--- src/sv/mrrp_pkg.sv ---
`timescale 1ns / 1ps

package mrrp_pkg;

    localparam int unsigned ADDR_W = 32;
    localparam int unsigned WORD_W = 32;
    localparam int unsigned KIND_W = 8;

    localparam logic [KIND_W-1:0] KIND_ABS32  = 8'd2;
    localparam logic [KIND_W-1:0] KIND_JUMP26 = 8'd4;
    localparam logic [KIND_W-1:0] KIND_HI16   = 8'd5;
    localparam logic [KIND_W-1:0] KIND_LO16   = 8'd6;

    typedef enum logic [2:0] {
        ST_WRITE       = 3'd0,
        ST_HI_END      = 3'd1,
        ST_HI_UNPAIRED = 3'd2,
        ST_LONE_LO     = 3'd3,
        ST_UNSUPPORTED = 3'd4
    } t_status;

    typedef struct packed {
        logic [WORD_W-1:0] write_word;
        logic [ADDR_W-1:0] write_address;
        t_status           status;
        logic              last;
    } t_result;

endpackage

--- src/sv/mips_rel_relocation_patcher.sv ---
`timescale 1ns / 1ps

// Patches MIPS REL relocations for a module loaded at the configured base address.
// Each input beat carries one relocation entry and the word currently stored at its
// target. The block accepts one entry per cycle unless its output stalls or a second
// write is pending, and gives its results through an input and an output register.
// A HI16 entry that is not last is held until the next entry and gives no result. A
// paired LO16 gives two beats, the HI16 write then the LO16 write; the second waits
// in a pending register and stalls new entries until it is sent on. Errors give a
// single beat with a nonzero status, zero address and zero data, and drop any held
// HI16. The base address is written through the configuration channel, which is
// always ready, and should only change while no entries are in flight.
module mips_rel_relocation_patcher (
    input  logic                   i_clk,
    input  logic                   i_rst_n,

    input  logic                   i_cfg_valid,
    output logic                   o_cfg_ready,
    input  logic [31:0]            i_cfg_data,          // base_address

    input  logic                   s_axis_tvalid,
    output logic                   s_axis_tready,
    input  logic [63:0]            s_axis_tdata,        // patch_offset, original_word
    input  logic [7:0]             s_axis_tuser,        // reloc_kind
    input  logic                   s_axis_tlast,        // section_last

    output logic                   m_axis_tvalid,
    input  logic                   m_axis_tready,
    output logic [63:0]            m_axis_tdata,        // write_address, write_word
    output logic [2:0]             m_axis_tuser,        // status
    output logic                   m_axis_tlast         // last
);
    import mrrp_pkg::*;

    logic [ADDR_W-1:0] r_base;

    logic              r_in_valid;
    logic [KIND_W-1:0] r_in_kind;
    logic [ADDR_W-1:0] r_in_offset;
    logic [WORD_W-1:0] r_in_word;
    logic              r_in_last;

    logic              r_held_valid;
    logic [ADDR_W-1:0] r_held_address;
    logic [WORD_W-1:0] r_held_word;
    logic              n_held_valid;
    logic [ADDR_W-1:0] n_held_address;
    logic [WORD_W-1:0] n_held_word;

    logic              r_out_valid;
    t_result           r_out;
    logic              r_pend_valid;
    t_result           r_pend;

    t_result           n_first;
    t_result           n_second;
    logic              n_first_valid;
    logic              n_second_valid;
    logic              n_error;

    logic              out_free;
    logic              fire;
    logic [ADDR_W-1:0] addr;
    logic [WORD_W-1:0] lo_sext;
    logic [WORD_W-1:0] newval;
    logic [WORD_W-1:0] newval_rnd;
    logic [WORD_W-1:0] jump_target;

    assign o_cfg_ready   = 1'b1;
    assign out_free      = !r_out_valid || m_axis_tready;
    assign fire          = r_in_valid && !r_pend_valid && out_free;
    assign s_axis_tready = !r_in_valid || fire;

    assign m_axis_tvalid = r_out_valid;
    assign m_axis_tdata  = {r_out.write_word, r_out.write_address};
    assign m_axis_tuser  = r_out.status;
    assign m_axis_tlast  = r_out.last;

    assign addr        = r_base + r_in_offset;
    assign lo_sext     = {{16{r_in_word[15]}}, r_in_word[15:0]};
    assign newval      = {r_held_word[15:0], 16'h0000} + lo_sext + r_base;
    assign newval_rnd  = newval + 32'h0000_8000;
    assign jump_target = {4'b0000, r_in_word[25:0], 2'b00} + r_base;

    always_comb begin
        n_first        = '{write_word: '0, write_address: '0, status: ST_WRITE, last: 1'b1};
        n_second       = '{write_word: '0, write_address: '0, status: ST_WRITE, last: 1'b1};
        n_first_valid  = 1'b1;
        n_second_valid = 1'b0;
        n_error        = 1'b0;
        n_held_valid   = r_held_valid;
        n_held_address = r_held_address;
        n_held_word    = r_held_word;
        if (r_held_valid) begin
            n_held_valid   = 1'b0;
            n_held_address = '0;
            n_held_word    = '0;
            if (r_in_kind != KIND_LO16) begin
                n_error        = 1'b1;
                n_first.status = ST_HI_UNPAIRED;
            end else begin
                n_first.write_address  = r_held_address;
                n_first.write_word     = {r_held_word[31:16], newval_rnd[31:16]};
                n_first.last           = 1'b0;
                n_second.write_address = addr;
                n_second.write_word    = {r_in_word[31:16], newval[15:0]};
                n_second_valid         = 1'b1;
            end
        end else begin
            unique case (r_in_kind)
                KIND_ABS32: begin
                    n_first.write_address = addr;
                    n_first.write_word    = r_in_word + r_base;
                end
                KIND_JUMP26: begin
                    n_first.write_address = addr;
                    n_first.write_word    = {r_in_word[31:26], jump_target[27:2]};
                end
                KIND_HI16: begin
                    if (r_in_last) begin
                        n_error        = 1'b1;
                        n_first.status = ST_HI_END;
                    end else begin
                        n_first_valid  = 1'b0;
                        n_held_valid   = 1'b1;
                        n_held_address = addr;
                        n_held_word    = r_in_word;
                    end
                end
                KIND_LO16: begin
                    n_error        = 1'b1;
                    n_first.status = ST_LONE_LO;
                end
                default: begin
                    n_error        = 1'b1;
                    n_first.status = ST_UNSUPPORTED;
                end
            endcase
        end
    end

    always_ff @(posedge i_clk) begin
        if (!i_rst_n) begin
            r_base <= '0;
        end else if (i_cfg_valid && o_cfg_ready) begin
            r_base <= i_cfg_data;
        end
    end

    always_ff @(posedge i_clk) begin
        if (!i_rst_n) begin
            r_in_valid <= 1'b0;
        end else if (s_axis_tvalid && s_axis_tready) begin
            r_in_valid <= 1'b1;
        end else if (fire) begin
            r_in_valid <= 1'b0;
        end
    end

    always_ff @(posedge i_clk) begin
        if (s_axis_tvalid && s_axis_tready) begin
            r_in_kind   <= s_axis_tuser;
            r_in_offset <= s_axis_tdata[31:0];
            r_in_word   <= s_axis_tdata[63:32];
            r_in_last   <= s_axis_tlast;
        end
    end

    always_ff @(posedge i_clk) begin
        if (!i_rst_n) begin
            r_held_valid   <= 1'b0;
            r_held_address <= '0;
            r_held_word    <= '0;
        end else if (fire) begin
            r_held_valid   <= n_held_valid;
            r_held_address <= n_held_address;
            r_held_word    <= n_held_word;
        end
    end

    always_ff @(posedge i_clk) begin
        if (!i_rst_n) begin
            r_out_valid  <= 1'b0;
            r_pend_valid <= 1'b0;
        end else if (out_free) begin
            if (r_pend_valid) begin
                r_out_valid  <= 1'b1;
                r_pend_valid <= 1'b0;
            end else if (fire) begin
                r_out_valid  <= n_first_valid;
                r_pend_valid <= n_second_valid;
            end else begin
                r_out_valid  <= 1'b0;
            end
        end
    end

    always_ff @(posedge i_clk) begin
        if (out_free) begin
            if (r_pend_valid) begin
                r_out <= r_pend;
            end else if (fire) begin
                r_out  <= n_first;
                r_pend <= n_second;
            end
        end
    end

    a_pend_behind_out: assert property (@(posedge i_clk) disable iff (!i_rst_n)
        r_pend_valid |-> (r_out_valid && !r_out.last && r_pend.last))
        else $error("Second write of a pair is pending without its first write.");

    a_error_clears_held: assert property (@(posedge i_clk) disable iff (!i_rst_n)
        (fire && n_error) |=> !r_held_valid)
        else $error("A held HI16 entry survived an error.");

    a_error_beat_form: assert property (@(posedge i_clk) disable iff (!i_rst_n)
        (m_axis_tvalid && (m_axis_tuser != ST_WRITE)) |-> (m_axis_tlast && (m_axis_tdata == '0)))
        else $error("Error beat carries data or is not marked last.");

    a_hold_no_output: assert property (@(posedge i_clk) disable iff (!i_rst_n)
        (fire && !r_held_valid && $rose(n_held_valid)) |-> !n_first_valid)
        else $error("A held HI16 entry produced a result.");

    a_stall_on_pend: assert property (@(posedge i_clk) disable iff (!i_rst_n)
        r_pend_valid |-> !fire)
        else $error("An entry was processed while a second write was pending.");

endmodule
--- config.mk ---
export PLATFORM = sky130hd
export DESIGN_NAME = mips_rel_relocation_patcher
export DESIGN_NICKNAME = d
export VERILOG_FILES = /design/src/sv/mrrp_pkg.sv /design/src/sv/mips_rel_relocation_patcher.sv
export SDC_FILE = /design/constraint.sdc
export NUM_CORES = 1
export LEC_CHECK = 0
export ABC_CLOCK_PERIOD_IN_PS = 7470
export BUFFER_PORTS_ARGS = -buffer_cell sky130_fd_sc_hd__buf_2
export CORE_ASPECT_RATIO = 0.75
export CORE_UTILIZATION = 50
export CTS_CLUSTER_DIAMETER = 100
export CTS_CLUSTER_SIZE = 10
export DETAILED_ROUTE_END_ITERATION = 12
export HOLD_SLACK_MARGIN = 0.05
export PLACE_DENSITY = 0.69
export SYNTH_ARGS = -nofsm -noshare
export SYNTH_HDL_FRONTEND = slang
export SYNTH_SLANG_ARGS = --single-unit
--- constraint.sdc ---
create_clock -name i_clk -period 7.47 [get_ports i_clk]
set_clock_uncertainty 0.2 [all_clocks]
set_input_delay 1.1205 -clock i_clk [delete_from_list [all_inputs] [get_ports i_clk]]
set_output_delay 1.1205 -clock i_clk [all_outputs]
set_load 0.02 [all_outputs]
; ---- Yosys cells after proc, flatten, opt, wreduce, memory -nomap -nowiden
; Index checks and enable logic that the tools add are counted.
[op_classes]
n_addsub = 6
eq_ne = 6
muxes = 30
bitwise = 2
reduce_logical = 16
[op_table]
columns = cell, count
row1 = two-way mux 32 bit, 6
row2 = two-way mux 68 bit, 2
row3 = adder 32 bit, 4
row4 = one-hot mux 64 bit (2 select lines), 1
row5 = two-way mux 67 bit, 1
row6 = two-way mux 64 bit, 1
row7 = "adder 32 x 16 -> 32 bit, second input constant", 1
row8 = adder 28 bit, 1
row9 = "== test 8 x 3 -> 1 bit, second input constant", 3
row10 = two-way mux 1 bit, 17
row11 = one-hot mux 3 bit (3 select lines), 1
row12 = "== test 8 x 2 -> 1 bit, second input constant", 1
row13 = "inequality test 8 x 3 -> 1 bit, second input constant", 1
row14 = AND reduction 3 bit, 2
row15 = nonzero test 2 bit, 3
row16 = OR reduction 2 bit, 2
row17 = logical AND 1 bit, 3
row18 = logical NOT 1 bit, 3
row19 = logical OR 1 bit, 2
row20 = two-way mux 2 bit, 1
row21 = "inequality test 2 x 1 -> 1 bit, second input constant", 1
row22 = NOT 1 bit, 2
row23 = AND reduction 2 bit, 1
[totals]
regBits = 305
inputBits = 110
out_inout_bits = 71
word_cells = 77

; ---- Longest topological paths before layout
; Gate-level depths: netlist of run 1.
[depth]
depth_word = 7
mapped_depth = 15
mapped_depth_nobuf = 15

; ---- Least setup slack after synthesis of run 1
; No wires, ideal clock.
[synth_timing]
path_kind = reg2reg
start = reg r_pend_valid
end = reg r_out, in the netlist m_axis_tdata[0], enable pin
setup_ps = 494
t_arrival_ps = 4099
required_ps = 6776
path_slack_ps = 2677
path_stages_with_launch = 6
n_path_buf = 3
synth_period_minus_slack_ps = 4793
path_cell_list = dfxtp_1 > clkbuf_1 > clkbuf_1 > clkbuf_1 > nor2_1 > nor2_1
[synth_between]
elab_chain_len = 5
[synth_rtl]
columns = element, line_no
row1 = from (decl), mips_rel_relocation_patcher.sv:52  ; logic r_pend_valid;
row2 = from (signal assigned), mips_rel_relocation_patcher.sv:191  ; r_pend_valid <= n_second_valid;
row3 = logical NOT 1 bit, mips_rel_relocation_patcher.sv:71  ; assign fire = r_in_valid && !r_pend_valid && out_free;
row4 = logical AND 1 bit (2 in series), mips_rel_relocation_patcher.sv:71
row5 = nonzero test 2 bit (no line) *, --
row6 = AND reduction 2 bit (no line) *, --
row7 = to (signal assigned), mips_rel_relocation_patcher.sv:201  ; r_out <= r_pend;
row8 = to (signal assigned), mips_rel_relocation_patcher.sv:203  ; r_out <= n_first;
row9 = to (decl), mips_rel_relocation_patcher.sv:51  ; t_result r_out;
; Mark *: on every way between the ends. The rest lies on a longest branch, timed or not.
; A chain may end at the register's enable or synchronous reset.

; ---- Worst setup path after layout of run 1
[layout_timing]
start = reg r_in_word[1]
end = reg r_out, in the netlist m_axis_tdata[46] (data pin)
[layout_between]
elab_chain_len = 7
word_cells_on_any_way = 10
classes_between = add/sub: 5 / mux: 5
[layout_rtl]
columns = element, line_no
row1 = from (decl), mips_rel_relocation_patcher.sv:40  ; logic [WORD_W-1:0] r_in_word;
row2 = from (signal assigned), mips_rel_relocation_patcher.sv:164  ; r_in_word <= s_axis_tdata[63:32];
row3 = adder 32 bit (2 in series), mips_rel_relocation_patcher.sv:81  ; assign newval = {r_held_word[15:0], 16'h0000} + lo_sext + r_base;
row4 = adder 32 x 16 -> 32 bit, mips_rel_relocation_patcher.sv:82  ; assign newval_rnd = newval + 32'h0000_8000;
row5 = two-way mux 64 bit, mips_rel_relocation_patcher.sv:98  ; if (r_in_kind != KIND_LO16) begin
row6 = two-way mux 67 bit *, mips_rel_relocation_patcher.sv:94  ; if (r_held_valid) begin
row7 = two-way mux 68 bit *, mips_rel_relocation_patcher.sv:202  ; end else if (fire) begin
row8 = two-way mux 68 bit *, mips_rel_relocation_patcher.sv:200  ; if (r_pend_valid) begin
; Mark *: on every way between the ends. The rest lies on a longest branch, timed or not. The select of a mux whose other input is x is not followed.

==> flow_summary.json, run 1 <==
{
  "hold_end": "r_held_address[15]",
  "wl_met2_mm": 23.04,
  "crit_path_end_kind": "register",
  "drtIter0Drc": 1467,
  "die_w_um": 223.8,
  "arrival_ns": 5.21,
  "peakVddDrop_mv": 0.1693,
  "ys_warn_count": 0,
  "fillers": 3117,
  "period_minus_slack_ns": 5.119,
  "hold_violations": 0,
  "ys_seq_area_share_pct": 44.23,
  "max_freq_mhz": 195.4,
  "design.die.area_um2": 37670,
  "dp_slack_ns": 2.477,
  "cts_htree_levels": 2,
  "drv_cap": 0,
  "wl_met3_mm": 4.408,
  "power.total_uw": 4329,
  "top_layer": "met4",
  "fin_tns_setup_ns": 0,
  "grt_setup_unrepaired": "no",
  "syn_to_final_growth_pct": 13.48,
  "regArea_um2": 8162,
  "clkTransAtPathRegs_ns": 0.06,
  "syn_area_um2": 18440,
  "yosys_register_bits": 305,
  "leakagePower_uw": 0.008488,
  "routabilityCongestion": 0.9738,
  "ys_top_cells_by_count": "205 x edfxtp_1, 119 x ha_1, 112 x nand2_1",
  "async_flop_share_pct": 0,
  "r2r_slack_ns": 2.35,
  "r2r_start": "r_in_word[1]",
  "slew_violations": 0,
  "drc": 0,
  "grt_pass1_wl_mm": 82.79,
  "ant_nets": 0,
  "min_delay_path_depth": 2,
  "relSlewSlack_pct": 23.81,
  "grt_max_degree": 101,
  "viasPerCell": 5.987,
  "crit_fanout": 5,
  "cts_made_buffers": 37,
  "outcome": "complete, no violations",
  "initial_core_util_pct": 51.08,
  "finalCritPeriodShare_pct": 68.52,
  "clock-sinks": 305,
  "synth_nets": 2040,
  "rr_endpoint": "m_axis_tdata[46]",
  "n_antenna_cell": 0,
  "post_drt_wl_per_cell_um": 22.32,
  "coreArea_um2": 36110,
  "pin_count": 181,
  "required_ns": 7.56,
  "netlist-cell-type-count": 83,
  "drt-met1-wl_mm": 25.90,
  "synth.largest_area_cell": "edfxtp_1",
  "port_buffers": 179,
  "p_per_area_nw_per_um2": 206.8,
  "multi_input_area_um2": 9811,
  "finalInstanceArea_um2": 20930,
  "avgSynthCellArea_um2": 10.37,
  "grt_pass1_vias": 13810,
  "place_area_um2": 19850,
  "tritoncts": "yes",
  "path_class": "register to register",
  "cts-root-buf": "clkbuf_16",
  "fin_ws_ns": 2.351,
  "dr_total_vias": 14740,
  "grt_usage_pct": 28.97,
  "worstSkewPairLatency_ns": 0.54,
  "crit_path_start_kind": "register",
  "fp-row-count": 60,
  "synth_edf_count": 205,
  "wl_mm": 54.95,
  "synth_top_area_share_pct": 33.38,
  "nets": 2201,
  "drive_above_1_share_pct": 13.63,
  "syn_inst": 1778,
  "hpwl_mm": 39.60,
  "synth.most_common_cell": "edfxtp_1",
  "cts_resized": 0,
  "ff2ff_path_depth": 15,
  "globalRouteOverflowTotal": 0,
  "drt-pass1-iter-count": 5,
  "ys.flop_type": "edfxtp_1",
  "antenna_found_initial": 2,
  "dieHeight_um": 168.3,
  "cts_hold_buf": 0,
  "synthTopCellsByArea": "edfxtp_1 33%, dfxtp_1 11%, ha_1 8.1%, a22oi_1 4.4%, nor2b_1 3.8%",
  "holdCritPathClass": "register to register",
  "setup_violations": 0,
  "post_cts_buffers": 0,
  "whs_ns": 0.3012,
  "worstHoldStart": "r_held_address[15]",
  "cts.path.max_buffers": 3,
  "worstMarginPinSlew_ns": 1.143
}
[critical path, cell delays in order, from the launching register on]
cell and delay [ns]:
edfxtp_1 0.53, ha_1 0.37, ha_1 0.20, inv_1 0.08
fa_1 0.22, o21bai_1 0.12, o2111ai_1 0.44, a21oi_2 0.15
a211oi_1 0.57, o21ai_1 0.22, a31oi_1 0.36, xor2_1 0.21
or4_4 0.53, and4bb_1 0.28, xnor2_1 0.06, a221o_1 0.33
[metal layers]
layer	track usage [%]	up-vias
met5	0	-
met4	9.440	0
met3	5.201	99
met2	42.49	620
met1	43.01	7110
li1	-	6910
[cell usage in the layout, fill, tap and decap left out, types with 37 or more instances in the layout]
cell type,n
and2_1,69
mux2i_1,37
a22oi_1,107
o21ai_0,95
clkbuf_16,38
nand2_1,112
a21o_1,48
inv_1,62
nor2b_1,111
a21oi_1,103
dfxtp_1,99
buf_2,178
xor2_1,41
edfxtp_1,205
xnor2_1,69
nor2_1,78
ha_1,118
[logic make-up after synthesis]
group	Yosys count	share of synthesized area [%]
muxes	39	2.130
buffers and inverters	137	2.815
adders and majority gates	152	11.65
and+or+nand+nor	514	14.90
xor gates and xnor gates	110	5.224
AOI/OAI and AO/OA	520	19.02
DFF	305	44.23
other	1	0.02033
[per-stage QoR]
step | utilization [%] | instances
final | 57.96 | 2462
after global routing | 57.96 | 2462
after CTS | 57.96 | 2462
after detailed placement | 54.98 | 2396
after global placement | 54.98 | 2396
after floorplan | - | 1778
[state kept, by name (all words and copies together) (netlist names)]
register	cells
r_held_word	32
r_pend_valid	1
m_axis_tvalid	1
r_in_word	32
m_axis_tlast	1
r_in_offset	32
m_axis_tuser	3
r_in_last	1
r_in_kind	8
r_pend	64
m_axis_tdata	64
r_base	32
r_in_valid	1
r_held_address	32
r_held_valid	1
[layout make-up]
cell class	count	area share [%]
Timing Repair Buffer	195	4.866
Inverter	64	1.148
Sequential cell	305	38.99
Clock inverter	3	0.1614
Multi-Input combinational cell	1336	46.87
Clock buffer	63	4.992
Tap cell	496	2.965
[worst max path at each step]
stage	start	end	slack, ns	cells past startpoint
final	r_in_word[1]	m_axis_tdata[46]	2.35	15
after floorplan	r_pend_valid	m_axis_tdata[0]	2.68	5
after detailed placement	r_in_word[1]	m_axis_tdata[46]	2.48	15
after global placement	r_in_word[15]	m_axis_tdata[46]	2.54	12
after global routing	r_in_word[1]	m_axis_tdata[46]	2.14	15
after CTS	r_in_word[1]	m_axis_tdata[46]	2.45	15
[power by group]
group          total, uW  switching, uW  internal, uW  leakage (uW)
combinational        738            448           290       0.00516
sequential          1930           64.5          1860       0.00282
clock               1660            711           952      0.000513
No activity file was read; power rests on OpenSTA's default activity.
==> run 2, diff against run 1 <==
Settings changed: ABC_CLOCK_PERIOD_IN_PS 7470 to 4200, PLACE_DENSITY 0.69 to 0.72.
Clock period 7.47 ns to 4.2 ns, I/O delays scaled along.
==> run 2 against run 1 <==
Against the previous run:
- via count rose by 5.5%
- critical path type unchanged
- critical path depth fell by 1
- design area rose by 8.8%
- routed wire length rose by 5.3%
- worst setup slack got worse by 2.4 ns
- count of clock-buffer cells in the layout fell by 3
- register-to-register slack got worse by 2.4 ns
- combinational power rose by 130%
- maximum frequency rose by 20%
- worst hold slack got worse by 0.23 ns
- die area did not move
- the flow now finishes with violations (negative setup slack)
==> flow_summary.json, run 2 (synthesized netlist as in run 1, its figures left out) <==
{
  "antenna_found_initial": 1,
  "hold_violations": 0,
  "mostFrequentLayoutCell": "edfxtp_1",
  "nets": 2387,
  "p_int_uw": 5675,
  "dp_slack_ns": -0.3577,
  "clock-sinks": 305,
  "crit_fanout": 5,
  "period_minus_slack_ns": 4.250,
  "min_delay_path_depth": 1,
  "initial_core_util_pct": 51.08,
  "syn_to_final_growth_pct": 23.52,
  "dr_total_vias": 15550,
  "cts_hold_buf": 0,
  "pin_count": 181,
  "ff2ff_path_depth": 14,
  "cpMaxStageDelayCell": "fa_2",
  "slowest_delay_ns": 0.57,
  "final_cell_mix": "205 x edfxtp_1, 194 x buf_4, 179 x buf_2",
  "seq_power_share_pct": 42.8,
  "combPwrFrac_pct": 21.4,
  "crit_path_start_kind": "register",
  "cts.path.max_buffers": 3,
  "rr_endpoint": "m_axis_tdata[46]",
  "slew_violations": 0,
  "switchingPower_uw": 2254,
  "port_buffers": 179,
  "peakVddDrop_mv": 0.2963,
  "worstMarginPinSlew_ns": 1.127,
  "worstHoldStart": "s_axis_tdata[45]",
  "clkPwrFrac_pct": 35.8,
  "drv_cap": 0,
  "r2r_start": "r_in_word[8]",
  "final_util_pct": 63.09,
  "placed_cells": 2563,
  "globalRouteOverflowTotal": 0,
  "viasPerCell": 5.875,
  "outcome": "finished with violations",
  "drtIter0Drc": 1467,
  "grt_setup_unrepaired": "yes",
  "die_w_um": 223.8,
  "hold_end": "r_in_word[13]",
  "grt_pass1_vias": 14790,
  "cts-root-buf": "clkbuf_16",
  "setup_violations": 3,
  "tritoncts": "yes",
  "relSlewSlack_pct": 24.88,
  "r2r_slack_ns": -0.05,
  "crit_path_cell_trace": "ha_4, fa_2, o211a_1, o31ai_2, a211o_4, buf_6, a21oi_4, nor2_4, o311ai_4, a311oi_2, or4_4, and4bb_1, xnor2_1, a221o_1",
  "fillers": 2915,
  "holdCritPathClass": "input port to register",
  "cts_made_buffers": 36,
  "p_per_area_nw_per_um2": 348.0,
  "dieHeight_um": 168.3,
  "cp_top_family": "compound AO/OA/AOI/OAI gates",
  "max_freq_mhz": 235.3,
  "grt_max_degree": 101,
  "worstSkewPairLatency_ns": 0.54,
  "swShare_pct": 28.43,
  "clkTransAtPathRegs_ns": 0.07,
  "hpwl_mm": 41.73,
  "path_buf_inv": 1,
  "leakagePower_uw": 0.009479,
  "finalCritPeriodShare_pct": 101.2,
  "fin_ws_ns": -0.05009,
  "cp-startpoint": "r_in_word[8]",
  "post_drt_wl_per_cell_um": 21.86,
  "crit_path_end_kind": "register",
  "layout.cells.non_filler": 2647,
  "wl_mm": 57.85,
  "coreArea_um2": 36110,
  "drc": 0,
  "whs_ns": 0.06831,
  "drt-pass1-iter-count": 6,
  "design.die.area_um2": 37670,
  "routabilityCongestion": 0.9375,
  "path_class": "register to register",
  "required_ns": 4.28,
  "cts_htree_levels": 2,
  "violations": "negative setup slack",
  "arrival_ns": 4.33,
  "fp-row-count": 60,
  "grt_pass1_wl_mm": 86.57,
  "grt_usage_pct": 30.31,
  "ant_nets": 0,
  "drive_above_1_share_pct": 24.19
}
-- run 2: cell types whose count changed in the layout (fill, tap and decap cells not counted), moves of 5 or more --
cell | before | now
buf_6 | 0 | 6
buf_4 | 17 | 194
ha_1 | 118 | 106
ha_4 | 0 | 7
a21oi_2 | 2 | 9
ha_2 | 1 | 6
fa_2 | 0 | 7
fa_1 | 33 | 26
a21oi_1 | 103 | 95
-- run 2: how the worst max path moves through the flow --
| stage | end | cells past startpoint |
|---|---|---|
| detailed placement | m_axis_tdata[46] | 15 |
| floorplan | m_axis_tdata[46] | 13 |
| CTS | m_axis_tdata[46] | 15 |
| global route | m_axis_tdata[46] | 14 |
| global placement | m_axis_tdata[46] | 15 |
| finish | m_axis_tdata[46] | 14 |
-- run 2: final cells by class --
| cell class | count | area [um^2] | area share (%) |
|---|---|---|---|
| multi-input combinational | 1336 | 10250 | 45.00 |
| sequential | 305 | 8163 | 35.83 |
| timing repair buffer | 382 | 2480 | 10.89 |
| clock buffer | 60 | 991.0 | 4.350 |
| tap | 496 | 620.6 | 2.724 |
| inverter | 64 | 240.2 | 1.054 |
| clock inverter | 3 | 32.53 | 0.1428 |
| antenna | 1 | 2.502 | 0.01098 |
-- run 2: routing by layer --
metal / part of all wire, % / routed length, um / GRT usage (%) / vias to the layer above
li1: - / - / - / 7263
met1: 45 / 26070 / 42.72 / 7532
met2: 44 / 25530 / 46.47 / 648
met3: 7.2 / 4175 / 5.794 / 109
met4: 3.6 / 2082 / 10.96 / 0
met5: 0 / 0 / 0 / -
-- run 2: timing repair --
action,4_1_cts,5_1_grt
resized for setup,36,47
cloned,0,0
setup buffers,10,10
endpoints found under the setup margin,14,20
pin swaps,19,21
-- run 2: power by group through the flow --
stage          logic [uW]  clock network (uW)  registers [uW]
6_report             1700                2840            3390
4_1_cts              1620                2870            3390
2_1_floorplan         942                   0            3460
5_1_grt              1830                2990            3400
3_5_place_dp         1560                   0            3450
3_3_place_gp         1540                   0            3450
-- run 2: metrics by stage --
stage	total power, uW	cell area (um^2)	TNS (ns)
floorplan	4399	18560	-0.4695
global placement	4990	21220	-1.047
detailed placement	5011	21220	-2.020
CTS	7885	22470	-0.02787
global route	8221	22780	-0.9342
finish	7929	22780	-0.09067
